`src/hdl/frs_pkg.sv`:
```
// ----------------------------------------------------------------------------
// frs_pkg - shared types and constants for the FASTA record splitter
// Character codes, parse modes, result kinds and the result bundle that the
// parser hands to the output buffer.
// ----------------------------------------------------------------------------
package frs_pkg;

  localparam int MAX_RESULTS = 3;
  localparam int CNT_W       = 2;

  localparam logic [7:0] CHAR_NL  = 8'h0A;
  localparam logic [7:0] CHAR_CR  = 8'h0D;
  localparam logic [7:0] CHAR_GT  = 8'h3E;
  localparam logic [7:0] CHAR_SP  = 8'h20;
  localparam logic [7:0] CHAR_TAB = 8'h09;
  localparam logic [7:0] CHAR_FF  = 8'h0C;

  typedef enum logic [2:0] {
    M_PRE      = 3'd0,
    M_HDR_ID   = 3'd1,
    M_HDR_SKIP = 3'd2,
    M_LSTART   = 3'd3,
    M_SEQ      = 3'd4,
    M_ERR      = 3'd5
  } mode_t;

  typedef enum logic [2:0] {
    K_ID    = 3'd0,
    K_SEQ   = 3'd1,
    K_END   = 3'd2,
    K_MAL   = 3'd3,
    K_NOREC = 3'd4
  } kind_t;

  typedef struct packed {
    logic [7:0] text_byte;
    logic       stream_end;
  } item_t;

  typedef struct packed {
    kind_t      kind;
    logic [7:0] data;
  } result_t;

  typedef struct packed {
    logic [CNT_W-1:0]             count;
    result_t [MAX_RESULTS-1:0]    slot;
  } bundle_t;

  // Append one result to a bundle; count never exceeds MAX_RESULTS here.
  function automatic bundle_t bundle_push(bundle_t b, kind_t k, logic [7:0] d);
    bundle_t r;
    r = b;
    case (b.count)
      2'd0: r.slot[0] = '{kind: k, data: d};
      2'd1: r.slot[1] = '{kind: k, data: d};
      2'd2: r.slot[2] = '{kind: k, data: d};
      default: ;
    endcase
    if (b.count != 2'd3) begin
      r.count = CNT_W'(b.count + 2'd1);
    end
    return r;
  endfunction

  function automatic logic is_sep(logic [7:0] b);
    return (b == CHAR_SP) || (b == CHAR_TAB) || (b == CHAR_FF);
  endfunction

endpackage

```
`src/hdl/frs_ifs.sv`:
```
// ----------------------------------------------------------------------------
// frs_ifs - valid/ready channel interfaces of the FASTA record splitter
// Input channel carries raw text bytes, output channel carries results.
// ----------------------------------------------------------------------------
interface frs_in_if;
  logic       valid;
  logic       ready;
  logic [7:0] text_byte;
  logic       stream_end;

  modport source (output valid, output text_byte, output stream_end, input ready);
  modport sink   (input valid, input text_byte, input stream_end, output ready);
endinterface

interface frs_out_if;
  logic       valid;
  logic       ready;
  logic [2:0] kind;
  logic [7:0] out_byte;
  logic       last_of_run;

  modport source (output valid, output kind, output out_byte, output last_of_run,
                  input ready);
  modport sink   (input valid, input kind, input out_byte, input last_of_run,
                  output ready);
endinterface

```
`src/hdl/frs_in_reg.sv`:
```
// ----------------------------------------------------------------------------
// frs_in_reg - input register of the FASTA record splitter
// Captures one byte transaction; refills in the same cycle the parser takes it.
// ----------------------------------------------------------------------------
module frs_in_reg
  import frs_pkg::*;
(
  input  logic       clk,
  input  logic       rst_n,
  frs_in_if.sink     in_if,
  output logic       item_vld,
  output item_t      item,
  input  logic       item_take
);

  logic  vld_r, vld_nxt;
  item_t item_r;
  logic  load;

  assign in_if.ready = !vld_r || item_take;
  assign load        = in_if.valid && in_if.ready;

  always_comb begin
    vld_nxt = vld_r;
    if (load) begin
      vld_nxt = 1'b1;
    end else if (item_take) begin
      vld_nxt = 1'b0;
    end
  end

  always_ff @(posedge clk) begin
    if (!rst_n) begin
      vld_r <= 1'b0;
    end else begin
      vld_r <= vld_nxt;
    end
  end

  always_ff @(posedge clk) begin
    if (load) begin
      item_r <= '{text_byte: in_if.text_byte, stream_end: in_if.stream_end};
    end
  end

  assign item_vld = vld_r;
  assign item     = item_r;

endmodule

```
`src/hdl/frs_parse.sv`:
```
// ----------------------------------------------------------------------------
// frs_parse - per-byte parse step of the FASTA record splitter
// Holds the line mode, the held carriage return and the open-record flag, and
// turns one byte into a bundle of up to three results.
// ----------------------------------------------------------------------------
module frs_parse
  import frs_pkg::*;
(
  input  logic    clk,
  input  logic    rst_n,
  input  logic    item_vld,
  input  item_t   item,
  output logic    item_take,
  output logic    bundle_vld,
  output bundle_t bundle,
  input  logic    bundle_rdy
);

  mode_t   mode_r, mode_nxt;
  logic    held_r, held_nxt;
  logic    have_r, have_nxt;
  bundle_t res;
  kind_t   data_kind;
  logic [7:0] b;

  assign b         = item.text_byte;
  assign data_kind = (mode_r == M_HDR_ID) ? K_ID : K_SEQ;

  always_comb begin
    mode_nxt = mode_r;
    held_nxt = held_r;
    have_nxt = have_r;
    res      = '0;
    case (mode_r)
      M_HDR_ID, M_SEQ: begin
        if (held_r && (b != CHAR_NL)) begin
          res = bundle_push(res, data_kind, CHAR_CR);
        end
        held_nxt = 1'b0;
        if (b == CHAR_NL) begin
          mode_nxt = M_LSTART;
        end else if (b == CHAR_CR) begin
          held_nxt = 1'b1;
        end else if ((mode_r == M_HDR_ID) && is_sep(b)) begin
          mode_nxt = M_HDR_SKIP;
        end else begin
          res = bundle_push(res, data_kind, b);
        end
      end
      M_HDR_SKIP: begin
        if (b == CHAR_NL) begin
          mode_nxt = M_LSTART;
        end
      end
      M_LSTART: begin
        if (b == CHAR_NL) begin
          mode_nxt = M_LSTART;
        end else if (b == CHAR_GT) begin
          res      = bundle_push(res, K_END, 8'h00);
          mode_nxt = M_HDR_ID;
        end else if (b == CHAR_CR) begin
          held_nxt = 1'b1;
          mode_nxt = M_SEQ;
        end else begin
          res      = bundle_push(res, K_SEQ, b);
          mode_nxt = M_SEQ;
        end
      end
      M_ERR: begin
        res = bundle_push(res, K_MAL, 8'h00);
      end
      default: begin
        if (b == CHAR_NL) begin
          mode_nxt = M_PRE;
        end else if (b == CHAR_GT) begin
          mode_nxt = M_HDR_ID;
          have_nxt = 1'b1;
        end else begin
          mode_nxt = M_ERR;
          held_nxt = 1'b0;
          res      = bundle_push(res, K_MAL, 8'h00);
        end
      end
    endcase

    // close out the stream after the byte itself
    if (item.stream_end && (mode_nxt != M_ERR)) begin
      held_nxt = 1'b0;
      res      = bundle_push(res, have_nxt ? K_END : K_NOREC, 8'h00);
      mode_nxt = M_PRE;
      have_nxt = 1'b0;
    end
  end

  assign bundle     = res;
  assign bundle_vld = item_vld && (res.count != '0);
  assign item_take  = item_vld && ((res.count == '0) || bundle_rdy);

  always_ff @(posedge clk) begin
    if (!rst_n) begin
      mode_r <= M_PRE;
      held_r <= 1'b0;
      have_r <= 1'b0;
    end else if (item_take) begin
      mode_r <= mode_nxt;
      held_r <= held_nxt;
      have_r <= have_nxt;
    end
  end

`ifndef SYNTHESIS
  a_err_sticky: assert property (@(posedge clk) disable iff (!rst_n)
    (mode_r == M_ERR) |=> (mode_r == M_ERR))
    else $error("error mode left without reset");

  a_held_only_in_line: assert property (@(posedge clk) disable iff (!rst_n)
    held_r |-> ((mode_r == M_HDR_ID) || (mode_r == M_SEQ)))
    else $error("carriage return held outside a data line");

  a_take_when_empty: assert property (@(posedge clk) disable iff (!rst_n)
    (item_vld && (res.count == '0)) |-> item_take)
    else $error("byte without results not taken");
`endif

endmodule

```
`src/hdl/frs_out_buf.sv`:
```
// ----------------------------------------------------------------------------
// frs_out_buf - result register of the FASTA record splitter
// Holds one bundle and presents its results one transaction at a time.
// ----------------------------------------------------------------------------
module frs_out_buf
  import frs_pkg::*;
(
  input  logic       clk,
  input  logic       rst_n,
  input  logic       bundle_vld,
  input  bundle_t    bundle,
  output logic       bundle_rdy,
  frs_out_if.source  out_if
);

  logic             vld_r;
  logic [CNT_W-1:0] idx_r;
  bundle_t          bun_r;
  result_t          cur;
  logic             is_last, pop, last_pop, load;

  always_comb begin
    case (idx_r)
      2'd0:    cur = bun_r.slot[0];
      2'd1:    cur = bun_r.slot[1];
      2'd2:    cur = bun_r.slot[2];
      default: cur = bun_r.slot[0];
    endcase
  end

  assign is_last    = (idx_r == CNT_W'(bun_r.count - 2'd1));
  assign pop        = vld_r && out_if.ready;
  assign last_pop   = pop && is_last;
  assign bundle_rdy = !vld_r || last_pop;
  assign load       = bundle_vld && bundle_rdy;

  always_ff @(posedge clk) begin
    if (!rst_n) begin
      vld_r <= 1'b0;
      idx_r <= '0;
    end else if (load) begin
      vld_r <= 1'b1;
      idx_r <= '0;
    end else if (last_pop) begin
      vld_r <= 1'b0;
    end else if (pop) begin
      idx_r <= CNT_W'(idx_r + 2'd1);
    end
  end

  always_ff @(posedge clk) begin
    if (load) begin
      bun_r <= bundle;
    end
  end

  assign out_if.valid       = vld_r;
  assign out_if.kind        = cur.kind;
  assign out_if.out_byte    = cur.data;
  assign out_if.last_of_run = is_last;

`ifndef SYNTHESIS
  a_idx_in_range: assert property (@(posedge clk) disable iff (!rst_n)
    vld_r |-> ((bun_r.count != '0) && (idx_r < bun_r.count)))
    else $error("result index outside bundle");

  a_drain_empty: assert property (@(posedge clk) disable iff (!rst_n)
    (last_pop && !bundle_vld) |=> !vld_r)
    else $error("buffer still valid after last result");

  a_no_overwrite: assert property (@(posedge clk) disable iff (!rst_n)
    (vld_r && !last_pop) |-> !load)
    else $error("bundle loaded over pending results");
`endif

endmodule

```
`src/hdl/fasta_record_splitter.sv`:
```
// ----------------------------------------------------------------------------
// fasta_record_splitter - splits a FASTA byte stream into ids and sequences
// Top level: input register, parse step and result buffer.
// ----------------------------------------------------------------------------
// Each input transaction is one text byte with a flag on the final byte of the
// stream. A byte yields zero to three result transactions (id byte, sequence
// byte, record end, malformed error, no record), and last_of_run marks the
// final result of each byte. Timing: a byte is captured by the input register
// at its input transaction, the parse step works on it in the next cycle, and
// its results are registered in the result buffer once that buffer takes the
// bundle, and they leave from there. The input takes one byte per cycle as long
// as each byte yields at most one result and the output is ready; a byte with
// several results holds the single result buffer until its last result has
// left. Bytes that yield nothing never wait on the output.
// Empty lines and carriage returns ahead of a newline vanish; after a bad
// first line every byte gives one malformed error until reset.
module fasta_record_splitter
  import frs_pkg::*;
(
  input  logic       clk,
  input  logic       rst_n,
  frs_in_if.sink     in_if,
  frs_out_if.source  out_if
);

  logic    item_vld;
  item_t   item;
  logic    item_take;
  logic    bundle_vld;
  bundle_t bundle;
  logic    bundle_rdy;

  // Hold the incoming byte transaction.
  frs_in_reg u_in_reg (
    .clk       (clk),
    .rst_n     (rst_n),
    .in_if     (in_if),
    .item_vld  (item_vld),
    .item      (item),
    .item_take (item_take)
  );

  // Advance the parse state and build the results of one byte.
  frs_parse u_parse (
    .clk        (clk),
    .rst_n      (rst_n),
    .item_vld   (item_vld),
    .item       (item),
    .item_take  (item_take),
    .bundle_vld (bundle_vld),
    .bundle     (bundle),
    .bundle_rdy (bundle_rdy)
  );

  // Drain the results one transaction per cycle while the output is ready.
  frs_out_buf u_out_buf (
    .clk        (clk),
    .rst_n      (rst_n),
    .bundle_vld (bundle_vld),
    .bundle     (bundle),
    .bundle_rdy (bundle_rdy),
    .out_if     (out_if)
  );

endmodule
```
`src/flat_wrapper.sv`:
```
// flat-port wrapper written by rule: the top's interface ports become plain ports
module fasta_record_splitter_flat import frs_pkg::*;
  (clk, rst_n, in_if_valid, in_if_text_byte, in_if_stream_end, in_if_ready, out_if_valid, out_if_kind, out_if_out_byte, out_if_last_of_run, out_if_ready);
  frs_in_if in_if_i ();
  frs_out_if out_if_i ();
  input  logic clk;
  input  logic rst_n;
  input wire logic [$bits(in_if_i.valid)-1:0] in_if_valid;
  input wire logic [$bits(in_if_i.text_byte)-1:0] in_if_text_byte;
  input wire logic [$bits(in_if_i.stream_end)-1:0] in_if_stream_end;
  output wire logic [$bits(in_if_i.ready)-1:0] in_if_ready;
  output wire logic [$bits(out_if_i.valid)-1:0] out_if_valid;
  output wire logic [$bits(out_if_i.kind)-1:0] out_if_kind;
  output wire logic [$bits(out_if_i.out_byte)-1:0] out_if_out_byte;
  output wire logic [$bits(out_if_i.last_of_run)-1:0] out_if_last_of_run;
  input wire logic [$bits(out_if_i.ready)-1:0] out_if_ready;
  assign in_if_i.valid = in_if_valid;
  assign in_if_i.text_byte = in_if_text_byte;
  assign in_if_i.stream_end = in_if_stream_end;
  assign in_if_ready = in_if_i.ready;
  assign out_if_valid = out_if_i.valid;
  assign out_if_kind = out_if_i.kind;
  assign out_if_out_byte = out_if_i.out_byte;
  assign out_if_last_of_run = out_if_i.last_of_run;
  assign out_if_i.ready = out_if_ready;
  fasta_record_splitter u_core (.clk(clk), .rst_n(rst_n), .in_if(in_if_i), .out_if(out_if_i));
endmodule
```
`config.mk`:
```
export PLATFORM = sky130hd
export DESIGN_NAME = fasta_record_splitter_flat
export DESIGN_NICKNAME = d
export VERILOG_FILES = /design/src/hdl/frs_pkg.sv /design/src/hdl/frs_ifs.sv /design/src/hdl/frs_in_reg.sv /design/src/hdl/frs_parse.sv /design/src/hdl/frs_out_buf.sv /design/src/hdl/fasta_record_splitter.sv /design/src/flat_wrapper.sv
export SDC_FILE = /design/constraint.sdc
export NUM_CORES = 1
export LEC_CHECK = 0
export BUFFER_PORTS_ARGS = -buffer_cell sky130_fd_sc_hd__buf_2
export CORE_ASPECT_RATIO = 2
export CORE_MARGIN = 3
export CORE_UTILIZATION = 50
export DETAILED_ROUTE_END_ITERATION = 12
export GPL_ROUTABILITY_DRIVEN = 1
export PLACE_DENSITY_LB_ADDON = 0.15
export SYNTH_ARGS = -nofsm -noshare
export SYNTH_HDL_FRONTEND = slang
export SYNTH_SLANG_ARGS = --single-unit
```
`constraint.sdc`:
```
create_clock -name clk -period 8.9 [get_ports clk]
set_clock_uncertainty 0.1 [all_clocks]
set_input_delay 1.78 -clock clk [delete_from_list [all_inputs] [get_ports clk]]
set_output_delay 1.78 -clock clk [all_outputs]
set_load 0.005 [all_outputs]
```
# Word-level counts from Yosys, hierarchy flattened

Index checks and enable logic that the tools add are counted.

Flip-flop bits (word level): 53
Input bits: 13
Output and inout port bits: 14
Logic and storage cells: 127

$add $sub $neg: 4
Equality and inequality tests: 28
Multiplexer cells: 50
Bitwise logic cells: 2
Reductions and logical operators: 28

Operator list:

| operator            | count |
|---|---|
| $mux 34             | 6 |
| $mux 35             | 5 |
| $pmux 35 s4         | 1 |
| $mux 11             | 6 |
| $eq 8x4->1 const B  | 4 |
| $mux 3              | 10 |
| $pmux 11 s2         | 1 |
| $mux 1              | 17 |
| $eq 8x6->1 const B  | 2 |
| $ne 3x3->1 const B  | 4 |
| $pmux 3 s4          | 1 |
| $logic_and 1x1->1   | 9 |
| $ne 8x4->1 const B  | 1 |
| $reduce_and 7->1    | 1 |
| $add 2x1->2 const B | 3 |
| $eq 2x1->1 const B  | 3 |
| $eq 2x2->1 const B  | 3 |
| $eq 3x2->1 const B  | 2 |
| $eq 3x3->1 const B  | 2 |
| $logic_not 2->1     | 3 |
| $ne 3x1->1 const B  | 2 |
| $reduce_bool 2->1   | 3 |
| $reduce_or 2->1     | 3 |
| $logic_or 1x1->1    | 5 |
| 11 further kinds    | 15 |

# Depth between registers and ports, before layout

Gate-level depths: netlist of run 1.

Depth in word-level cells: 19
Mapped depth: 12
Gate-level depth less buffers: 10

# Cells and area by module

Synthesis of run 1 repeated with hierarchy kept, for this count alone.

Cell total of the unflattened synthesis: 290
Area total of the unflattened synthesis: 2980.4 um2

Modules (own cells, without submodules):

| module      | times used | cells an instance | area an instance (um2) | seq. area each (um2) |
|---|---|---|---|---|
| frs_out_buf | 1          | 98                | 1467.7                 | 1111.1 |
| frs_parse   | 1          | 178               | 1184.9                 | 100.1 |
| frs_in_reg  | 1          | 14                | 327.8                  | 290.3 |

# Worst setup path before layout of run 1

Ideal clock, no wire load.

Kind: register -> output
From: reg u_core.u_in_reg.item_r (netlist bit u_core.u_in_reg.item[6])
To: out in_if_ready
Data arrival time: 3171 ps
Data required time: 7020 ps
Slack: 3849 ps
Stages on the path, launching flop included: 10
Path buffers: 1
Cells stage by stage: edfxtp_1 or4b_4 or4_4 clkbuf_1 and2_1 ha_1 o2111ai_1 a221o_1 a41o_1 or2_1

Longest elaborated chain between the ends: 17
Elaborated cells between the ends (all ways): 44
Classes of those cells: add/sub: 2; eq/ne: 10; mux: 23; reduce/logical: 9

RTL lines:

| item                                             | line                         | source |
|---|---|---|
| start: declaration                               | frs_in_reg.sv:17             | `item_t item_r;` |
| start signal: assignment                         | frs_in_reg.sv:42             | `item_r <= '{text_byte: in_if.text_byte, stream_end: in_if.stream_end};` |
| $ne 8x4->1                                       | frs_parse.sv:36              | `if (held_r && (b != CHAR_NL)) begin` |
| $logic_and 1x1->1                                | frs_parse.sv:36              |  |
| $mux 34                                          | frs_parse.sv:36              |  |
| $mux 35                                          | frs_parse.sv:34              | `case (mode_r)` |
| $add 2x1->2 / $ne 2x2->1 (equally long branches) | frs_pkg.sv:61, frs_pkg.sv:60 |  |
| $mux 2                                           | frs_pkg.sv:60                | `if (b.count != 2'd3) begin` |
| $mux 35                                          | frs_parse.sv:44              | `end else if ((mode_r == M_HDR_ID) && is_sep(b)) begin` |
| $mux 35                                          | frs_parse.sv:42              | `end else if (b == CHAR_CR) begin` |
| $mux 35                                          | frs_parse.sv:40              | `if (b == CHAR_NL) begin` |
| $pmux 35 s4                                      | frs_parse.sv:34              |  |
| $add 2x1->2 / $ne 2x2->1 (equally long branches) | frs_pkg.sv:61, frs_pkg.sv:60 |  |
| $mux 2                                           | frs_pkg.sv:60                |  |
| $mux 35 *                                        | frs_parse.sv:87              | `if (item.stream_end && (mode_nxt != M_ERR)) begin` |
| $logic_not 2->1 *                                | frs_parse.sv:97              | `assign item_take = item_vld && ((res.count == '0) \|\| bundle_rdy);` |
| $logic_or 1x1->1 *                               | frs_parse.sv:97              |  |
| $logic_and 1x1->1 *                              | frs_parse.sv:97              |  |
| $logic_or 1x1->1 *                               | frs_in_reg.sv:20             | `assign in_if.ready = !vld_r \|\| item_take;` |
| end: declaration                                 | flat_wrapper.sv:11           | `output wire logic [$bits(in_if_i.ready)-1:0] in_if_ready;` |

Mark *: on every way between the ends. The rest lies on a longest branch, timed or not. The select of a mux whose other input is x is not followed.

# Final worst setup path of run 1

Ends and elaborated chain as after synthesis.

==> metrics.cfg, run 1 <==
[finish]
drive_gt1_share_pct = 18.5
final_cell_mix = edfxtp_1 (35), buf_2 (26), o21ai_0 (18)
syn2layout_area_growth_pct = 10.2
final_net_count = 286
final_cell_area_um2 = 2800
num_antenna_cells = 0
layout_commonest_cell = edfxtp_1

[yosys]
synthesis.area_per_instance_um2 = 10.1
syn_area_um2 = 2540
syn-num-nets = 267
netlist-cell-type-count = 57
async_flop_share_pct = 0
synth-edff-count = 35
seq_area_frac_synth_pct = 48.5
yosysWarnings = 0
synth_area_leaders = edfxtp_1 (41%), dfxtp_1 (7.1%), o21ai_0 (3.5%), and2_1 (3.2%), a22o_1 (3.1%)
yosysTopAreaCellShare_pct = 41.4
yosys.area.top_type = edfxtp_1
ys.flop_type = edfxtp_1
netlist_instances = 251
ys_seq_elements = 44

[timing]
rsz0062_at_grt = false
maxSlewHeadroom_pct = 23.3
report.final.setup_viol = 0
max_freq_mhz = 175
period_share_pct = 64.1
fin_crit_ns = 5.71
setup_ws_ns = 3.19
hold_viol_final = 0
worst_pin_slew_ns = 1.15
drv_slew = 0
setup_tns_ns = 0

[clock_network]
htree_levels = 2
cts_tree = yes
root_buffer = clkbuf_8
clkSlewWorstSetupHoldPaths_ns = 0.09
numCtsBuffers = 5
clock_path_buffers = 2
postCtsHoldBufs = 0
clock_sinks = 44
cts_setup_buffers = 0
clk_latency_ns = 0.30
ctsResizeCount = 0

[global_routing]
grt_remaining_overflow = 0
antenna_found_initial = 0
grt_pass1_wl_um = 8250
grt_usage_pct = 17.6
grt_max_degree = 28
grt_pass1_vias = 1808

[critical_path]
reg2reg_slack_ns = 4.43
crit_path_end = in_if_ready
crit_fanout = 10
crit_type = flop to output port
cp.required_ns = 7.02
reg2reg_from = u_core.u_in_reg.item[6]
reg2reg_depth = 9
worstPathArrival_ns = 3.83
cp-startpoint = u_core.u_in_reg.item[6]
endpoint_kind = output port
worstReg2RegEnd = u_core.u_out_buf.bun_r[12]
critPathLaunchType = flop

[drt]
ant_nets = 0
drtIter0Drc = 77
totalWireLength_um = 5060
drc = 0
avgViaCountPerCell = 5.90
dr_total_vias = 1935
firstDrtPassIters = 4
wire_per_inst_um = 15.4

[status]
status = finished, final reports clean

[power]
power.density_nw_per_um2 = 191
ir_worst_vdd_uv = 138
p_leak_nw = 1.06

[min_path]
min_path_type = flop to flop

[place]
dpl_cell_area_um2 = 2690
post-dp-hpwl_um = 3910
post-place-ws_ns = 3.53
gp_congestion = 0.958
port_buffers = 26

[floorplan]
die_w_um = 56.4
pin_count = 27
dieArea_um2 = 6020
die_y_um = 107
core_area_um2 = 4910
start_util_pct = 51.7
num_rows = 36

[run]
max-cap-violations = 0

==> cell usage after synthesis, drive strengths merged, types with 3 or more instances <==
cell,count
edfxtp,35
o21ai,19
nor2,17
nand2,15
and2,13
nand3,13
a21oi,12
clkbuf,11
inv,11
a22o,9
and3,9
dfxtp,9
a31oi,7
nor3,7
nor2b,6
nand2b,4
nor4,4
or2,4
buf,3
ha,3
nand4,3
or4b,3
xnor2,3
==> critical path: stages (launching register included) <==
cell and delay (ns):
edfxtp_1 0.41, or4b_4 0.61, or4b_1 0.69, o211a_1 0.23
inv_1 0.14, ha_1 0.26, and3_1 0.17, o211ai_1 0.41
a41o_1 0.32, or2_1 0.16, buf_2 0.12
==> flip-flops by register name (all words and copies together) (netlist names) <==
| signal | count |
|---|---|
| u_core.u_in_reg.item | 9 |
| u_core.u_parse.have_r | 1 |
| u_core.u_parse.mode_r | 3 |
| u_core.u_parse.held_r | 1 |
| u_core.u_in_reg.item_vld | 1 |
| u_core.u_out_buf.idx_r | 2 |
| u_core.u_out_buf.bun_r | 26 |
| u_core.u_out_buf.out_if.valid | 1 |
==> stage by stage <==
step	hold slack, ns	instances	util, %	total power [mW]
after floorplan	0.345	251	-	0.355
after global placement	0.364	320	54.7	0.388
after detailed placement	0.370	320	54.7	0.387
after CTS	0.383	328	57.0	0.539
final	0.378	328	57.0	0.535
after global routing	0.409	328	57.0	0.567
==> metal layers <==
| metal | up-vias | share of wire, % | GRT usage [%] |
|---|---|---|---|
| met5 | - | 0 | 0 |
| met4 | 0 | 5.1 | 11.7 |
| met3 | 16 | 3.0 | 2.65 |
| met2 | 46 | 54 | 32.2 |
| met1 | 878 | 38 | 17.8 |
| li1 | 995 | - | - |
==> power breakdown <==
| part | switching, mW | total, mW | internal (mW) |
|---|---|---|---|
| combinational | 0.0669 | 0.117 | 0.0503 |
| clock | 0.0673 | 0.152 | 0.0845 |
| sequential | 0.0191 | 0.266 | 0.247 |
| total | 0.153 | 0.535 | 0.382 |
==> worst min-delay path by stage <==
stage          slack [ns]                    end  cells past startpoint                  start
2_1_floorplan        0.34  u_core.u_parse.have_r                      2  u_core.u_parse.have_r
3_3_place_gp         0.36  u_core.u_parse.have_r                      2  u_core.u_parse.have_r
3_5_place_dp         0.37  u_core.u_parse.have_r                      2  u_core.u_parse.have_r
4_1_cts              0.38  u_core.u_parse.have_r                      2  u_core.u_parse.have_r
5_1_grt              0.41  u_core.u_parse.have_r                      2  u_core.u_parse.have_r
6_report             0.38  u_core.u_parse.have_r                      2  u_core.u_parse.have_r
==> logic make-up (layout without fill, tap and decap cells) <==
kind of cell	Yosys count	in the layout	synth area share, %
mux	1	1	0.394
buf+inv	25	45	3.94
simple gates	105	105	24.6
compound gates	70	70	20.1
xor+xnor	3	3	1.03
flops	44	44	48.5
fa+ha+maj	3	3	1.48
==> area by class of cell <==
cell class / instances / area, um^2
fill: 463 / 2110
sequential: 44 / 1230
clock buffer: 5 / 68.8
timing repair buffer: 26 / 130
multi-input combinational: 182 / 1210
clock inverter: 3 / 46.3
tap: 57 / 71.3
inverter: 11 / 41.3
Note: power is estimated with default switching activity, not from simulation.
==> inputs of run 2 (changes only) <==
clock period = 5.63 ns   (was 8.9 ns; I/O delays follow)
==> metrics.cfg, run 2 (synthesis gave the netlist of run 1 again) <==
[finish]
syn2layout_area_growth_pct = 10.8
num_antenna_cells = 0  ; unchanged
num-fill-cells = 471  ; +1.7%
largest_reg_flops = 26  ; unchanged
layout_commonest_cell = edfxtp_1
multi_input_area_um2 = 1210  ; unchanged
drive_gt1_share_pct = 19.0  ; +0.60 points
layout.area.seq_um2 = 1230  ; unchanged
final_net_count = 288  ; +0.70%
max_flop_register = u_core.u_out_buf.bun_r
final_cell_area_um2 = 2820  ; +0.54%
final_cell_mix = edfxtp_1 (35), buf_2 (26), o21ai_0 (18)

[run]
max-cap-violations = 0  ; unchanged

[power]
internal_power_mw = 0.604  ; +58%
switchingPower_mw = 0.247  ; +61%
comb_power_share_pct = 22.4  ; +0.5 points
power_switching_share_pct = 29.0  ; +0.37 points
clkPwrFrac_pct = 28.5  ; about the same
report.power.total_mw = 0.851  ; +59%
power.density_nw_per_um2 = 302  ; +58%
power_frac_seq_pct = 49.1  ; -0.6 points
ir_worst_vdd_uv = 165  ; +19%
p_leak_nw = 1.08  ; +1.0%

[clock_network]
numCtsBuffers = 5  ; unchanged
clk_latency_ns = 0.30  ; about the same
cts_tree = yes
clkSlewWorstSetupHoldPaths_ns = 0.09  ; about the same
ctsResizeCount = 0  ; unchanged
clock_sinks = 44  ; unchanged
postCtsHoldBufs = 0  ; unchanged
root_buffer = clkbuf_8
htree_levels = 2  ; unchanged
cts_setup_buffers = 0  ; unchanged
clock_path_buffers = 2  ; unchanged

[global_routing]
antenna_found_initial = 0  ; unchanged
grt_usage_pct = 18.5  ; +0.94 points
grt_max_degree = 28  ; unchanged
grt_remaining_overflow = 0  ; unchanged
grt_pass1_wl_um = 8850  ; +7.3%
grt_pass1_vias = 1877  ; +3.8%

[floorplan]
pin_count = 27  ; unchanged
core_area_um2 = 4910  ; unchanged
start_util_pct = 51.7  ; unchanged
dieArea_um2 = 6020  ; unchanged
die_w_um = 56.4  ; unchanged
die_y_um = 107  ; unchanged
num_rows = 36  ; unchanged

[drt]
totalWireLength_um = 5150  ; +1.9%
drc = 0  ; unchanged
firstDrtPassIters = 5  ; +1
avgViaCountPerCell = 5.95  ; +0.93%
drtIter0Drc = 102  ; +32%
dr_total_vias = 1965  ; +1.6%
wire_per_inst_um = 15.6  ; +1.3%
ant_nets = 0  ; unchanged

[timing]
rsz0062_at_grt = false
hold_viol_final = 0  ; unchanged
period_share_pct = 90.4
worst_pin_slew_ns = 0.681  ; -0.464 ns
maxSlewHeadroom_pct = 54.5  ; +31 points
max_freq_mhz = 196
report.final.setup_viol = 0  ; unchanged
fin_crit_ns = 5.09
drv_slew = 0  ; unchanged
setup_tns_ns = 0  ; unchanged

[critical_path]
worstPathCellList = or4b_4 > or4b_1 > o211a_1 > inv_1 > ha_1 > and3_1 > o211ai_1 > a41o_1 > or2_1 > buf_2
cp-startpoint = u_core.u_in_reg.item[6]
endpoint_kind = output port
critPathBufInv = 2  ; unchanged
critPathLaunchType = flop
worstPathArrival_ns = 3.86  ; +0.03 ns
max_stage_delay_ns = 0.70  ; about the same
reg2reg_from = u_core.u_in_reg.item[6]
cp_top_family = simple AND/OR/NAND/NOR gates
cp.required_ns = 4.40  ; -2.62 ns
reg2reg_slack_ns = 1.28  ; -3.15 ns
crit_type = flop to output port
crit_fanout = 10  ; unchanged
cp_slowest_cell = or4b_1

[place]
port_buffers = 26  ; unchanged
dpl_cell_area_um2 = 2700  ; +0.56%
gp_congestion = 0.941  ; -1.8%
post-dp-hpwl_um = 4010  ; +2.5%

[min_path]
min-delay-start = u_core.u_parse.have_r
min_path_type = flop to flop

[status]
status = finished, final reports clean

## run 2: cell count changes in the layout (fill, tap and decap cells not counted)
| cell | before | now |
|---|---|---|
| buf_4 | 0 | 2 |
## run 2: layout make-up
| cell class | instances | share of cell area (%) |
|---|---|---|
| clock buffers | 5 | 2.44 |
| clock inverters | 3 | 1.64 |
| inverters | 11 | 1.47 |
| multi-input cells | 182 | 43.0 |
| flip-flops and latches | 44 | 43.7 |
| well taps | 57 | 2.53 |
| repair buffers | 28 | 5.16 |
## run 2: power groups by stage
stage	clock network (mW)	registers, mW	logic, mW
3_5_place_dp	0	0.425	0.190
4_1_cts	0.248	0.418	0.191
3_3_place_gp	0	0.425	0.190
6_report	0.242	0.418	0.191
5_1_grt	0.264	0.422	0.214
2_1_floorplan	0	0.408	0.153
## run 2: routing by layer
layer,share of wire [%],vias to the layer above,wire length [um],global-route usage (%)
li1,-,988,-,-
met1,38,912,1940,20.0
met2,55,49,2830,34.3
met3,3.2,16,163,2.05
met4,4.3,0,224,10.0
met5,0,-,0,0
## run 2: metrics by stage
step / utilization (%) / hold slack (ns) / setup slack [ns] / std cells
after global routing: 57.3 / 0.413 / 0.291 / 330
after global placement: 55.0 / 0.365 / 0.991 / 322
after CTS: 57.3 / 0.379 / 0.564 / 330
after floorplan: - / 0.345 / 0.945 / 251
after detailed placement: 55.0 / 0.365 / 0.908 / 322
final: 57.3 / 0.374 / 0.540 / 330
## run 2: final timing paths
path	to	cells after the start
max reg2reg	u_core.u_in_reg.item[4]	10
min reg2reg	u_core.u_parse.have_r	2
max	in_if_ready	10
min	u_core.u_parse.have_r	2
## run 2: worst register-to-register path, stage by stage, from the launching register on
cell      delay [ns]
edfxtp_1        0.42
or4b_4          0.61
or4b_1          0.70
o211a_1         0.23
inv_1           0.15
ha_1            0.26
and3_1          0.17
o211ai_1        0.42
a41o_1          0.32
or2_1           0.15
and2_1          0.44
==> inputs of run 3 (changes only) <==
--- a/config.mk
+++ b/config.mk
@@ -10,4 +10,5 @@
 export CORE_MARGIN = 3
 export CORE_UTILIZATION = 50
+export CTS_BUF_LIST = sky130_fd_sc_hd__clkbuf_8 sky130_fd_sc_hd__clkbuf_16
 export DETAILED_ROUTE_END_ITERATION = 12
 export GPL_ROUTABILITY_DRIVEN = 1
==> constraint.sdc (replaced) <==
create_clock -name clk -period 5.63 [get_ports clk]
set_clock_uncertainty 0.1 [all_clocks]
set_input_delay 1.126 -clock clk [delete_from_list [all_inputs] [get_ports clk]]
set_output_delay 1.126 -clock clk [all_outputs]
set_load 0.1 [all_outputs]
==> metrics.cfg, run 3 (synthesis gave the netlist of run 1 again) <==
[critical_path]
critPathLaunchType = flop
crit_type = flop to output port
cp.required_ns = 4.40  ; about the same
crit_fanout = 10  ; unchanged
endpoint_kind = output port
worstPathArrival_ns = 4.14  ; +0.28 ns

[global_routing]
grt_usage_pct = 18.5  ; -0.043 points
antenna_found_initial = 0  ; unchanged
grt_pass1_wl_um = 8640  ; -2.4%
grt_pass1_vias = 1891  ; +0.75%
grt_remaining_overflow = 0  ; unchanged
grt_max_degree = 28  ; unchanged

[clock_network]
clkSlewWorstSetupHoldPaths_ns = 0.09  ; about the same
clock_path_buffers = 2  ; unchanged
clock_sinks = 44  ; unchanged
postCtsHoldBufs = 0  ; unchanged
htree_levels = 2  ; unchanged
clk_latency_ns = 0.31  ; about the same
numCtsBuffers = 5  ; unchanged
cts_setup_buffers = 0  ; unchanged
ctsResizeCount = 0  ; unchanged
root_buffer = clkbuf_8
cts_tree = yes

[finish]
multi_input_area_um2 = 1210  ; unchanged
drive_gt1_share_pct = 19.0  ; unchanged
largest_reg_flops = 26  ; unchanged
stdcell_count = 330  ; unchanged
syn2layout_area_growth_pct = 10.8  ; unchanged
final_cell_area_um2 = 2820  ; unchanged
max_flop_register = u_core.u_out_buf.bun_r
layout_commonest_cell = edfxtp_1
final_util_pct = 57.3  ; unchanged
final_cell_mix = edfxtp_1 (35), buf_2 (26), o21ai_0 (18)
final_net_count = 288  ; unchanged
layout.area.seq_um2 = 1230  ; unchanged
num_antenna_cells = 0  ; unchanged
num-fill-cells = 455  ; -3.4%

[place]
port_buffers = 26  ; unchanged
dp.cells = 322  ; unchanged
post-dp-hpwl_um = 3960  ; -1.1%
dpl_cell_area_um2 = 2700  ; unchanged
gp_congestion = 0.964  ; +2.5%

[drt]
drc = 0  ; unchanged
avgViaCountPerCell = 5.96  ; about the same
dr_total_vias = 1966  ; +0.051%
firstDrtPassIters = 4  ; -1
ant_nets = 0  ; unchanged
drtIter0Drc = 66  ; -35%
wire_per_inst_um = 15.7  ; +0.66%
totalWireLength_um = 5190  ; +0.66%

[timing]
hold_viol_final = 0  ; unchanged
worst_pin_slew_ns = 0.796  ; +0.114 ns
setup_tns_ns = 0  ; unchanged
rsz0062_at_grt = false
max_freq_mhz = 186  ; -5.2%
fin_crit_ns = 5.37  ; +0.278 ns
drv_slew = 0  ; unchanged
report.final.setup_viol = 0  ; unchanged
maxSlewHeadroom_pct = 46.9  ; -7.6 points
period_share_pct = 95.3  ; +4.9 points

[floorplan]
dieArea_um2 = 6020  ; unchanged
pin_count = 27  ; unchanged
start_util_pct = 51.7  ; unchanged
die_w_um = 56.4  ; unchanged
die_y_um = 107  ; unchanged
num_rows = 36  ; unchanged
core_area_um2 = 4910  ; unchanged

[power]
ir_worst_vdd_uv = 241  ; +47%
p_leak_nw = 1.08  ; about the same
report.power.total_mw = 0.963  ; +13%
power.density_nw_per_um2 = 342  ; +13%

[run]
max-cap-violations = 0  ; unchanged

[status]
status = finished, final reports clean

[min_path]
min_path_type = flop to flop

## run 3: power by group
part	internal, mW	leakage [nW]	total, mW	switching (mW)
Sequential	0.390	0.411	0.415	0.0249
Combinational	0.0823	0.609	0.302	0.219
Clock	0.134	0.0548	0.246	0.113
## run 3: final cells by class
type | instances | share of cell area [%]
Timing Repair Buffer | 28 | 5.16
Sequential cell | 44 | 43.7
Multi-Input combinational cell | 182 | 43.0
Clock inverter | 3 | 1.64
Clock buffer | 5 | 2.44
Tap cell | 57 | 2.53
Inverter | 11 | 1.47
## run 3: through the flow
step	hold WS (ns)	setup WS, ns
final	0.378	0.263
after global routing	0.409	0.0277
after floorplan	0.345	0.697
after global placement	0.371	0.676
after detailed placement	0.371	0.603
after CTS	0.384	0.248
## run 3: worst max-delay path, cell delays in order (launching register included)
cell and delay (ns):
edfxtp_1 0.43, or4b_4 0.61, or4b_1 0.69, o211a_1 0.22, inv_1 0.14, ha_1 0.27
and3_1 0.17, o211ai_1 0.41, a41o_1 0.32, or2_1 0.15, buf_2 0.43
## run 3: metal layers
| layer | track usage (%) | vias up | routed length (um) |
|---|---|---|---|
| met3 | 4.22 | 14 | 169 |
| met2 | 34.0 | 43 | 2850 |
| met5 | 0 | - | 0 |
| met1 | 18.7 | 912 | 1970 |
| li1 | - | 997 | - |
| met4 | 10.0 | 0 | 204 |
## run 3: worst paths after layout
path,from,end,slack (ns),cells after the start
worst max-delay path,u_core.u_in_reg.item[6],in_if_ready,0.26,10
worst min-delay path,u_core.u_parse.have_r,u_core.u_parse.have_r,0.38,2
worst max register to register,u_core.u_in_reg.item[6],u_core.u_in_reg.item[0],1.33,10
worst min register to register,u_core.u_parse.have_r,u_core.u_parse.have_r,0.38,2
